==> src/rtl/dwmd_pkg.sv <==
// Shared types and constants for the distinct window marker detector.
// No dependencies; imported by dwmd_history, dwmd_fifo and the core module.
`timescale 1ns / 1ps

package dwmd_pkg;

  localparam int BYTE_W             = 8;
  localparam int BYTE_VALUES        = 256;
  localparam int WLEN_W             = 5;
  localparam int POSITION_WIDTH     = 24;
  localparam int MAX_WINDOW_DEFAULT = 16;
  localparam logic [WLEN_W-1:0] WINDOW_RESET = 5'd4;

  localparam int OUT_FIFO_DEPTH = 4;

  localparam int APB_ADDR_W = 3;
  localparam int APB_DATA_W = 32;
  localparam logic [APB_ADDR_W-3:0] REG_WINDOW_LENGTH = '0;

  typedef struct packed {
    logic [BYTE_W-1:0] data_byte;
    logic              end_of_stream;
  } in_item_t;

  typedef struct packed {
    logic                      found;
    logic [POSITION_WIDTH-1:0] position;
  } out_item_t;

  typedef struct packed {
    logic              en;
    logic [BYTE_W-1:0] data_byte;
  } hist_wr_t;

endpackage

==> src/rtl/dwmd_fifo.sv <==
// Small result queue between the detector stage and the output channel.
// Depends on dwmd_pkg.
`timescale 1ns / 1ps

module dwmd_fifo (
  input  logic                clk_i,
  input  logic                rst_ni,
  input  logic                push_i,
  input  dwmd_pkg::out_item_t push_item_i,
  input  logic                pop_i,
  output logic                valid_o,
  output dwmd_pkg::out_item_t item_o,
  output logic [$clog2(dwmd_pkg::OUT_FIFO_DEPTH+1)-1:0] count_o
);

  import dwmd_pkg::*;

  localparam int PTR_W = $clog2(OUT_FIFO_DEPTH);
  localparam int CNT_W = $clog2(OUT_FIFO_DEPTH + 1);

  out_item_t        mem_q [OUT_FIFO_DEPTH];
  logic [PTR_W-1:0] wr_ptr_q, wr_ptr_d;
  logic [PTR_W-1:0] rd_ptr_q, rd_ptr_d;
  logic [CNT_W-1:0] cnt_q, cnt_d;

  assign valid_o = (cnt_q != '0);
  assign item_o  = mem_q[rd_ptr_q];
  assign count_o = cnt_q;

  always_comb begin
    wr_ptr_d = push_i ? wr_ptr_q + 1'b1 : wr_ptr_q;
    rd_ptr_d = pop_i ? rd_ptr_q + 1'b1 : rd_ptr_q;
    cnt_d    = cnt_q + CNT_W'(push_i) - CNT_W'(pop_i);
  end

  always_ff @(posedge clk_i) begin
    if (push_i) begin
      mem_q[wr_ptr_q] <= push_item_i;
    end
  end

  always_ff @(posedge clk_i or negedge rst_ni) begin
    if (!rst_ni) begin
      wr_ptr_q <= '0;
      rd_ptr_q <= '0;
      cnt_q    <= '0;
    end else begin
      wr_ptr_q <= wr_ptr_d;
      rd_ptr_q <= rd_ptr_d;
      cnt_q    <= cnt_d;
    end
  end

endmodule

==> config.mk <==
export PLATFORM = sky130hd
export DESIGN_NAME = dwmd_fifo
export DESIGN_NICKNAME = d
export VERILOG_FILES = /design/src/rtl/dwmd_pkg.sv /design/src/rtl/dwmd_fifo.sv
export SDC_FILE = /design/constraint.sdc
export NUM_CORES = 1
export LEC_CHECK = 0
export ABC_CLOCK_PERIOD_IN_PS = 2100
export BUFFER_PORTS_ARGS = -buffer_cell sky130_fd_sc_hd__buf_4
export CORE_ASPECT_RATIO = 1.5
export CORE_MARGIN = 4
export CORE_UTILIZATION = 35
export CTS_CLUSTER_SIZE = 8
export DETAILED_ROUTE_END_ITERATION = 10
export PLACE_DENSITY_LB_ADDON = 0.2
export SETUP_SLACK_MARGIN = 0.3
export SKIP_CTS_REPAIR_TIMING = 1
export SYNTH_ARGS = -nofsm -noshare
export SYNTH_HDL_FRONTEND = slang
export SYNTH_SLANG_ARGS = --single-unit
==> constraint.sdc <==
create_clock -name clk_i -period 2.1 [get_ports clk_i]
set_input_delay 0.42 -clock clk_i [delete_from_list [all_inputs] [get_ports clk_i]]
set_output_delay 0.42 -clock clk_i [all_outputs]
set_load 0.05 [all_outputs]
==> impl_results.rst <==
.. list-table::
   :header-rows: 1

   * - Metric
     - Value
   * - Area of combinational cells with multiple inputs
     - 748 sq um
   * - Top cell types by occurrence after synthesis
     - edfxtp_1 (100), mux4_2 (18), dfrtp_1 (7), mux4_1 (7)
   * - Share of synthesized registers carrying an async set or reset
     - 0.0654
   * - Net count after synthesis
     - 200
   * - Maximum frequency from static timing analysis
     - 467 MHz
   * - Worst Hold Slack
     - between 0.2 and 0.3 ns
   * - Number of clock buffers inserted by TritonCTS
     - 9
   * - Endpoint class of the critical path
     - output pin
   * - Synth top area share
     - 0.743
   * - Floorplan die area
     - 0.0134 sq mm
   * - Clock share of power
     - 0.204
   * - Power density cells
     - 1640 mW/mm^2
   * - Sw power
     - 3.06 mW
   * - Standard-cell rows
     - 47
   * - Status
     - finished with violations
   * - CTS root buffer
     - clkbuf_16
   * - Wirelength, routed
     - 7.20 mm
   * - Maximum clock skew at final layout
     - 0.00423 ns
   * - Class of the most critical setup path
     - reg -> out
   * - Dominant cell type by area after synthesis
     - edfxtp_1
   * - Headroom to the max-slew limit
     - 0.723
   * - Period Utilization, post-route
     - 1.02
   * - Library cells used by synthesis
     - 16
   * - Combined global-route utilization of all metal layers
     - 0.114
   * - Number of buffers inserted by port buffering
     - 57
   * - Register clock-pin slew on the reported worst setup and hold paths
     - 0.07 ns
   * - Remaining antenna violation count
     - 0
   * - Fraction of power spent switching nets
     - 0.363
   * - Buffering stage count on the worst path with inverters included
     - 2
   * - Cells traversed along the worst timing path
     - clkbuf_16, mux4_2, buf_6
   * - Number of placed I/O pins
     - 58
   * - Crit path launch type
     - register
   * - Fraction of final layout cells with drive strength greater than 1
     - 0.457
   * - Synthesized netlist cell count
     - 164
   * - Register bit total from synthesis
     - 107
   * - Slowest CP cell
     - mux4_2
   * - CTS tree
     - done
   * - Largest stage delay on the critical path
     - 0.53 ns
   * - Detailed-placement wirelength estimate
     - around 4.8 mm
   * - Most instantiated flip-flop cell in the synthesis netlist
     - edfxtp_1
   * - Post-layout nets
     - 278
   * - Initial core utilization
     - 0.361
   * - Leakage power total
     - 1.83 nW
   * - Internal Pwr Total
     - 5.38 mW
   * - Die Ht
     - 140 um
   * - Residual DRC
     - 0
   * - Storage cell area
     - 0.00318 sq mm
   * - # diodes
     - 0
   * - Worst Slack Setup Final
     - -0.0413 ns
   * - Relative area change from synthesis to final layout
     - 27.8%
   * - Global-route congestion overflow total
     - 0
   * - DRC marker count from the first detailed-route iteration
     - 124
   * - Final RePlAce weighted congestion
     - 0.675
   * - Reported max-cap violation count
     - 0
   * - Core region area
     - 0.0112 sq mm
   * - CP Max Fanout
     - 6
   * - Via count
     - 1,816
   * - Sinks on the clock net
     - between 100 and 150
   * - Final max-slew violation count
     - 0
   * - H-tree depth
     - 3
   * - Pin slew with the least headroom to its limit
     - 0.416 ns
   * - Number of antenna violations at the first check in global routing
     - 0
   * - Synthesized cell area
     - 0.00404 sq mm
   * - Critical path data arrival time
     - 1.72 ns
   * - Number of synthesized flops with an enable pin
     - 100
   * - Fraction of the yosys area taken by sequential cells
     - 0.787
   * - Clock period minus final worst setup slack
     - roughly 2.1 ns
   * - Required time of the critical path
     - between 1.5 and 2 ns
   * - Leading post-synthesis cells by cell area
     - edfxtp_1 (74%), mux4_2 (10%), mux4_1 (4.6%)
   * - Peak supply drop
     - 733 uV
   * - Number of global-route vias before repair
     - 1,988
   * - Worst slack, placed
     - between 0.3 and 0.4 ns
   * - Die Span X
     - 95.7 um
   * - Worst hold-check path type
     - in -> reg
   * - Yosys warning count
     - 0
   * - Number of placed cells counting well taps
     - 375
   * - Finish-stage setup viols
     - 19
   * - Synthesized area divided by synthesized cell count
     - 24.6 sq um
   * - Failing checks
     - negative setup slack
   * - Clock network latency to the later pin of the worst-skew pair
     - 0.33 ns
   * - Fin Setup TNS
     - -0.318 ns
   * - Library cell with the highest instance count after synthesis
     - edfxtp_1
   * - Combinational power share
     - 0.445
   * - Filler cell count
     - ~1,000
   * - Cell type group with the largest total delay on the critical path
     - multiplexers
   * - Reg power frac
     - 0.351
   * - Number of buffers on the longest clock path
     - 2
   * - Wire length of the first global-routing pass
     - 10.9 mm
   * - Iteration count of the initial detailed-routing pass
     - 4
   * - Final routed wire length divided by cell count
     - between 15 and 20 um
   * - Final Hold Violating Endpoints
     - 0
   * - Setup repair after global routing missed its margin
     - true
   * - Largest net degree at the start of global routing
     - 17
   * - Finished Layout Cells
     - 394
   * - Final design utilization
     - 0.462
   * - Drt via density
     - 4.61
[power by group through the flow]
stage          registers [mW]  logic [mW]  clock network (mW)
3_3_place_gp             2.97        3.44                   0
5_1_grt                  3.00        3.97                1.85
3_5_place_dp             2.99        3.45                   0
2_1_floorplan            3.04        2.38                   0
4_1_cts                  2.95        3.46                1.77
6_report                 2.96        3.76                1.72
[cell usage in the layout (no fill, tap or decap), drive strengths merged]
master	count
xor2	2
xnor2	3
bufinv	2
nand2	2
buf	70
ha	6
mux4	25
clkinv	3
or3	1
dfrtp	7
fa	1
clkinvlp	1
and2	4
dlygate4sd3	1
clkbuf	12
o21ai	1
edfxtp	100
inv	6
[per-layer routing]
layer	global-route usage	up-vias	share of wire
met4	0.0517	0	0.018
li1	-	827	-
met5	0	-	0
met1	0.137	944	0.40
met2	0.189	35	0.54
met3	0.0281	10	0.042
[logic make-up after synthesis]
logic type / count (synthesis) / synth area share
mux: 25 / 0.146
flops: 107 / 0.787
fa+ha+maj: 7 / 0.0235
simple gates: 7 / 0.00960
xor+xnor: 5 / 0.0108
compound gates: 1 / 0.00124
buf+inv: 12 / 0.0220
[area by class of cell]
type                    instances  share of cell area
flip-flops and latches        107               0.616
multi-input cells              45               0.145
repair buffers                 73               0.139
clock buffers                  10              0.0444
well taps                     147              0.0356
clock inverters                 6              0.0155
inverters                       6             0.00436
[stage by stage]
stage               area, sq um  power [mW]
global route               5160        8.82
detailed placement         4720        6.44
global placement           4720        6.41
finish                     5160        8.44
CTS                        5030        8.17
floorplan                  4040        5.42
[final timing paths]
check                           startpoint  slack (ns)  cells past startpoint            to
min in group asynchronous           rst_ni        0.43                      2   wr_ptr_q[0]
hold / removal             push_item_i[12]        0.28                      1  mem_q[2][12]
setup / recovery               rd_ptr_q[0]       -0.04                      3    item_o[17]
hold reg to reg                wr_ptr_q[0]        0.53                      1   wr_ptr_q[0]
setup reg to reg                count_o[0]        0.49                      7    count_o[2]
max in group asynchronous           rst_ni        1.53                      2   rd_ptr_q[0]
[sequential cells by signal, indices dropped and copies added (netlist names)]
name,cells
rd_ptr_q,2
mem_q,100
wr_ptr_q,2
count_o,3
Power figures use the tool's default switching activity.
