$ cat config.mk
export PLATFORM = sky130hd
export DESIGN_NAME = dwmd_history
export DESIGN_NICKNAME = d
export VERILOG_FILES = /design/src/rtl/dwmd_pkg.sv /design/src/rtl/dwmd_ram.sv /design/src/rtl/dwmd_history.sv
export SDC_FILE = /design/constraint.sdc
export NUM_CORES = 2
export LEC_CHECK = 0
export BUFFER_PORTS_ARGS = -buffer_cell sky130_fd_sc_hd__buf_2
export CORE_MARGIN = 5
export CORE_UTILIZATION = 64
export CTS_CLUSTER_DIAMETER = 60
export DETAILED_ROUTE_END_ITERATION = 12
export HOLD_SLACK_MARGIN = 0.12
export PLACE_DENSITY = 0.8
export SETUP_SLACK_MARGIN = 0.3
export SLEW_MARGIN = 20
export SYNTH_ARGS = -nofsm -noshare
export SYNTH_HDL_FRONTEND = slang
export SYNTH_HIERARCHICAL = 1
export SYNTH_SLANG_ARGS = --single-unit
export TNS_END_PERCENT = 1
$ cat constraint.sdc
create_clock -name clk_i -period 3.75 [get_ports clk_i]
set_input_delay 0 -clock clk_i [delete_from_list [all_inputs] [get_ports clk_i]]
set_output_delay 0 -clock clk_i [all_outputs]
set_load 0.03 [all_outputs]
$ cat src/rtl/dwmd_pkg.sv
// Shared types and constants for the distinct window marker detector.
// No dependencies; imported by dwmd_history, dwmd_fifo and the core module.
`timescale 1ns / 1ps

package dwmd_pkg;

  localparam int BYTE_W             = 8;
  localparam int BYTE_VALUES        = 256;
  localparam int WLEN_W             = 5;
  localparam int POSITION_WIDTH     = 24;
  localparam int MAX_WINDOW_DEFAULT = 16;
  localparam logic [WLEN_W-1:0] WINDOW_RESET = 5'd4;

  localparam int OUT_FIFO_DEPTH = 4;

  localparam int APB_ADDR_W = 3;
  localparam int APB_DATA_W = 32;
  localparam logic [APB_ADDR_W-3:0] REG_WINDOW_LENGTH = '0;

  typedef struct packed {
    logic [BYTE_W-1:0] data_byte;
    logic              end_of_stream;
  } in_item_t;

  typedef struct packed {
    logic                      found;
    logic [POSITION_WIDTH-1:0] position;
  } out_item_t;

  typedef struct packed {
    logic              en;
    logic [BYTE_W-1:0] data_byte;
  } hist_wr_t;

endpackage

$ cat src/rtl/dwmd_ram.sv
// Generic single-write, dual-read RAM with registered read data.
// No dependencies.
`timescale 1ns / 1ps

module dwmd_ram #(
  parameter int WIDTH  = 8,
  parameter int DEPTH  = 256,
  parameter int ADDR_W = $clog2(DEPTH)
) (
  input  logic              clk_i,
  input  logic              we_i,
  input  logic [ADDR_W-1:0] waddr_i,
  input  logic [WIDTH-1:0]  wdata_i,
  input  logic [ADDR_W-1:0] raddr_a_i,
  output logic [WIDTH-1:0]  rdata_a_o,
  input  logic [ADDR_W-1:0] raddr_b_i,
  output logic [WIDTH-1:0]  rdata_b_o
);

  logic [WIDTH-1:0] mem_q [DEPTH];

  always_ff @(posedge clk_i) begin
    if (we_i) begin
      mem_q[waddr_i] <= wdata_i;
    end
    rdata_a_o <= mem_q[raddr_a_i];
    rdata_b_o <= mem_q[raddr_b_i];
  end

endmodule

$ cat src/rtl/dwmd_history.sv
// Last-seen index table per byte value: RAM plus valid flags and an aging sweep.
// Depends on dwmd_pkg and dwmd_ram.
`timescale 1ns / 1ps

module dwmd_history #(
  parameter int MAX_WINDOW = dwmd_pkg::MAX_WINDOW_DEFAULT,
  parameter int IDX_W      = 11
) (
  input  logic                        clk_i,
  input  logic                        rst_ni,
  input  logic [dwmd_pkg::BYTE_W-1:0] rd_byte_i,
  input  dwmd_pkg::hist_wr_t          wr_i,
  input  logic [IDX_W-1:0]            cur_idx_i,
  output logic                        seen_o,
  output logic [IDX_W-1:0]            last_idx_o
);

  import dwmd_pkg::*;

  logic [BYTE_VALUES-1:0] valid_q, valid_d;
  logic [BYTE_W-1:0]      rd_byte_q;
  logic [BYTE_W-1:0]      sweep_q;
  logic [BYTE_W-1:0]      sweep_addr_q;
  logic                   sweep_hit_q;
  logic [IDX_W-1:0]       sweep_data;
  logic [IDX_W-1:0]       sweep_age;
  logic                   sweep_clr;

  dwmd_ram #(
    .WIDTH (IDX_W),
    .DEPTH (BYTE_VALUES)
  ) u_ram (
    .clk_i     (clk_i),
    .we_i      (wr_i.en),
    .waddr_i   (wr_i.data_byte),
    .wdata_i   (cur_idx_i),
    .raddr_a_i (rd_byte_i),
    .rdata_a_o (last_idx_o),
    .raddr_b_i (sweep_q),
    .rdata_b_o (sweep_data)
  );

  // entries older than the largest window can never match; dropping them keeps
  // every live entry well inside the index wrap
  assign sweep_age = cur_idx_i - sweep_data;
  assign sweep_clr = !sweep_hit_q && (sweep_age > IDX_W'(MAX_WINDOW));
  assign seen_o    = valid_q[rd_byte_q];

  // a write in the same cycle wins over the sweep clear
  always_comb begin
    valid_d = valid_q;
    if (sweep_clr) begin
      valid_d[sweep_addr_q] = 1'b0;
    end
    if (wr_i.en) begin
      valid_d[wr_i.data_byte] = 1'b1;
    end
  end

  always_ff @(posedge clk_i or negedge rst_ni) begin
    if (!rst_ni) begin
      valid_q      <= '0;
      sweep_q      <= '0;
      sweep_addr_q <= '0;
      sweep_hit_q  <= 1'b0;
      rd_byte_q    <= '0;
    end else begin
      sweep_q      <= sweep_q + 1'b1;
      sweep_addr_q <= sweep_q;
      sweep_hit_q  <= wr_i.en && (wr_i.data_byte == sweep_q);
      rd_byte_q    <= rd_byte_i;
      valid_q      <= valid_d;
    end
  end

endmodule

==> metrics.md <==
| Metric | Value |
|---|---|
| Arrival time worst endpoint | `4.57 ns` |
| Yosys reg bits | `3119` |
| Slowest cell delay on critical path | `0.83 ns` |
| Crit-path slowest cell | `a21oi_1` |
| GR Util All Layers | `0.407` |
| Slew Limit Fails | `0` |
| Max_cap viols | `0` |
| Uppermost layer routed | `met5` |
| Placer Congestion | `1.01` |
| # DRC | `0` |
| Sequential share of the synthesized area | `0.630` |
| Top cell type by total area after synthesis | `edfxtp_1` |
| CTS tree | `built` |
| Syn nets | `8454` |
| Grt ovf | `0` |
| Final min period | `3.67 ns` |
| Setup slack after layout | `0.0754 ns` |
| Power density over cell area | `449 nW/um2` |
| Post-Route Setup TNS | `0 ns` |
| Worst ir drop on vdd | `0.000350 V` |
| Vias in the first global route | `96520` |
| Drt via density | `8.01` |
| Post-synth top flop | `edfxtp_1` |
| I/O pin count | `42` |
| Max Root-Sink Buffers | `4` |
| Bufs and invs on worst path | `2` |
| Clk Latency, worst-skew pair | `1.02 ns` |
| Core ar. | `227000 um2` |
| Row cnt | `175` |
| Avg Cell Area, Syn | `17.4 um2` |
| Die boundary width | `488 um` |
| Synth unique cells | `83` |
| Period utilisation layout | `0.980` |
| Synth Instances | `8412` |
| Post-synth EDFFs | `2816` |
| TritonRoute pass-1 iters | `10` |
| HPWL after DPL | `306000 um` |
| First-pass GRT wire length | `691000 um` |
| Routed wl met3 | `90500 um` |
| Slew HR | `0.127` |
| Post-Syn Area | `146000 um2` |
| Initial DRC Count | `19015` |
| Top post-synthesis cells by area | `edfxtp_1, mux4_2, dfrtp_1` |
| Most Frequent Cell on Critical Path | `buf_4` |
| Hold depth | `3` |
| HP Class | `input port to flip-flop` |
| Post-Layout Cell Count | `12201` |
| Layout cells sized above 1 | `0.287` |
| Final Util | `0.724` |
| Leakage | `56.5 nW` |
| Reg2reg path depth | `7` |
| Met1 Wirelength | `147000 um` |
| Crit Path Max Fanout | `16` |
| Wirelength per Cell | `39.9 um` |
| Ys async rst share | `0.0901` |
| Placed cells | `11548` |
| Via count | `97737` |
| Unrepaired setup endpoints after global routing | `true` |
| WHS | `0.189 ns` |
| WP depth | `7` |
| Crit-path leading delay family | `simple AND/OR/NAND/NOR gates` |
| Post-route antenna net violation count | `0` |
| P&R area growth vs syn | `12.7%` |
| DRT Wirelength | `487000 um` |
| I/O Buffers | `41` |
| Htree depth | `5` |
| Ys Warns | `6` |
| Reg clk slew, reported paths | `0.07 ns` |
| Crit. End Element | `flip-flop` |
| WP data required | `4.64 ns` |
| Die height | `488 um` |
| WL met2 | `211000 um` |
| Crit start category | `flip-flop` |
| DIE AREA | `238000 um2` |
| Setup Viol. Count Final | `0` |
| CP Cell Sequence | `nor2b_4 > buf_4 > buf_4 > a22oi_1 > a21oi_1 > nor4_4 > nor4_1` |
| Clock Skew | `0.0635 ns` |
| DP Worst Slack | `-0.0787 ns` |
| Initial antenna violation count | `18` |
| WS Path Type | `flip-flop to flip-flop` |
| Final nets | `8987` |
| Pin count of the biggest net entering global routing | `178` |
| Initial core utilization | `0.643` |
| Final hold violations | `0` |
| Status | `finished clean` |
| Clock Tree Root | `clkbuf_16` |
| Total CTS buffers | `329` |
| Slew @ Worst Pin | `1.31 ns` |
| Fmax | `0.272 GHz` |
| Synth top area share | `0.579` |
| Clock tree sinks | `3119` |
-- state kept, by name, summed over array words and instances, names as in the netlist --
signal	count
u_ram/mem_q	2816
valid_q	256
u_ram/rdata_a_o	11
u_ram/rdata_b_o	11
rd_byte_q	8
sweep_addr_q	8
sweep_q	8
sweep_hit_q	1
-- power by group --
group	internal, W	switching, W	leakage (nW)	total, W
logic	0.00132	0.00277	23.4	0.00409
registers	0.0380	0.000100	28.1	0.0381
clock network	0.0182	0.0135	4.97	0.0317
-- layer usage --
layer / up-vias / GRT usage
li1: 36395 / -
met1: 48691 / 0.524
met2: 10431 / 0.584
met3: 2192 / 0.173
met4: 28 / 0.240
met5: - / 0
-- synth_stat cells (16+ instances only) --
| cell | instances |
|---|---|
| edfxtp_1 | 2816 |
| mux4_2 | 1229 |
| a22oi_1 | 694 |
| mux2i_1 | 441 |
| nor2_1 | 356 |
| clkbuf_1 | 332 |
| o21ai_0 | 294 |
| dfrtp_1 | 281 |
| inv_1 | 277 |
| a21oi_1 | 232 |
| buf_2 | 162 |
| nand2_1 | 138 |
| o22ai_1 | 106 |
| o221ai_1 | 98 |
| nor4_1 | 95 |
| buf_4 | 79 |
| a211oi_1 | 71 |
| nor3_1 | 66 |
| nand3_1 | 60 |
| a221oi_1 | 57 |
| buf_6 | 52 |
| a22o_1 | 39 |
| nor2b_1 | 39 |
| nand2b_1 | 28 |
| a31oi_1 | 27 |
| buf_1 | 22 |
| dfxtp_1 | 22 |
| o2bb2ai_1 | 20 |
| a21boi_0 | 19 |
| nand4_1 | 19 |
| mux4_1 | 16 |
-- final cells by class --
type                    instances  area (um2)
diodes                         14        35.0
clock buffers                 407        8710
clock inverters               157        1420
fillers                     12807       62700
inverters                     277        1040
multi-input cells            4337       49700
flip-flops and latches       3119       92100
well taps                    3009        3760
repair buffers                881        7840
-- worst register-to-register path, delay by kind of cell (launching register included) --
kind / cells / cell delay (ns)
buffers and inverters: 2 / 0.78
and+or+nand+nor: 3 / 1.16
DFF: 1 / 0.68
AOI/OAI and AO/OA: 2 / 0.97
-- kinds of logic (layout without fill, tap and decap cells) --
kind of cell | Yosys count | in the layout | synth area share
AOI/OAI and AO/OA | 1759 | 1759 | 0.0835
buffers and inverters | 958 | 1722 | 0.0334
other | 0 | 14 | 0
and+or+nand+nor | 849 | 851 | 0.0272
muxes | 1697 | 1697 | 0.224
adders and majority gates | 12 | 12 | 0.00108
DFF | 3119 | 3119 | 0.630
xor gates and xnor gates | 18 | 18 | 0.00108
-- metrics by stage --
stage	cell area [um2]	power (W)
after global placement	153000	0.0425
after global routing	165000	0.0754
final	165000	0.0739
after CTS	164000	0.0736
after detailed placement	153000	0.0426
after floorplan	146000	0.0407
-- final timing paths --
check,start,endpoint,slack [ns]
setup reg to reg,sweep_q[4],u_ram/rdata_b_o[1],0.08
hold reg to reg,valid_q[250],valid_q[250],0.54
max in group asynchronous,rst_ni,rd_byte_q[1],2.98
min in group asynchronous,rst_ni,valid_q[181],0.21
hold / removal,rd_byte_i[1],rd_byte_q[1],0.19
setup / recovery,sweep_q[4],u_ram/rdata_b_o[1],0.08
-- cells in the final DEF, fill, tap and decap left out, drive strengths merged, types with 9 or more instances in the layout --
| master | instances |
|---|---|
| a211oi | 73 |
| a21boi | 20 |
| a21oi | 241 |
| a221oi | 57 |
| a22o | 39 |
| a22oi | 694 |
| a31oi | 27 |
| and2 | 9 |
| buf | 817 |
| bufinv | 26 |
| clkbuf | 419 |
| clkinv | 122 |
| dfrtp | 281 |
| dfxtp | 22 |
| diode | 14 |
| dlygate4sd3 | 52 |
| edfxtp | 2816 |
| ha | 11 |
| inv | 283 |
| mux2 | 11 |
| mux2i | 441 |
| mux4 | 1245 |
| nand2 | 139 |
| nand2b | 28 |
| nand3 | 60 |
| nand4 | 19 |
| nor2 | 356 |
| nor2b | 40 |
| nor3 | 67 |
| nor4 | 95 |
| o211ai | 11 |
| o21ai | 312 |
| o221ai | 98 |
| o22ai | 106 |
| o2bb2ai | 20 |
| or2 | 9 |
| xor2 | 10 |
-- repair_timing --
item	4_1_cts	5_1_grt
hold buffers	53	0
hold endpoints to repair	3034	0
pin swaps	1	4
buffers inserted	9	8
cloned	0	3
setup endpoints to repair	9	100
resized for setup	10	30
(Power assumes the default switching activity.)
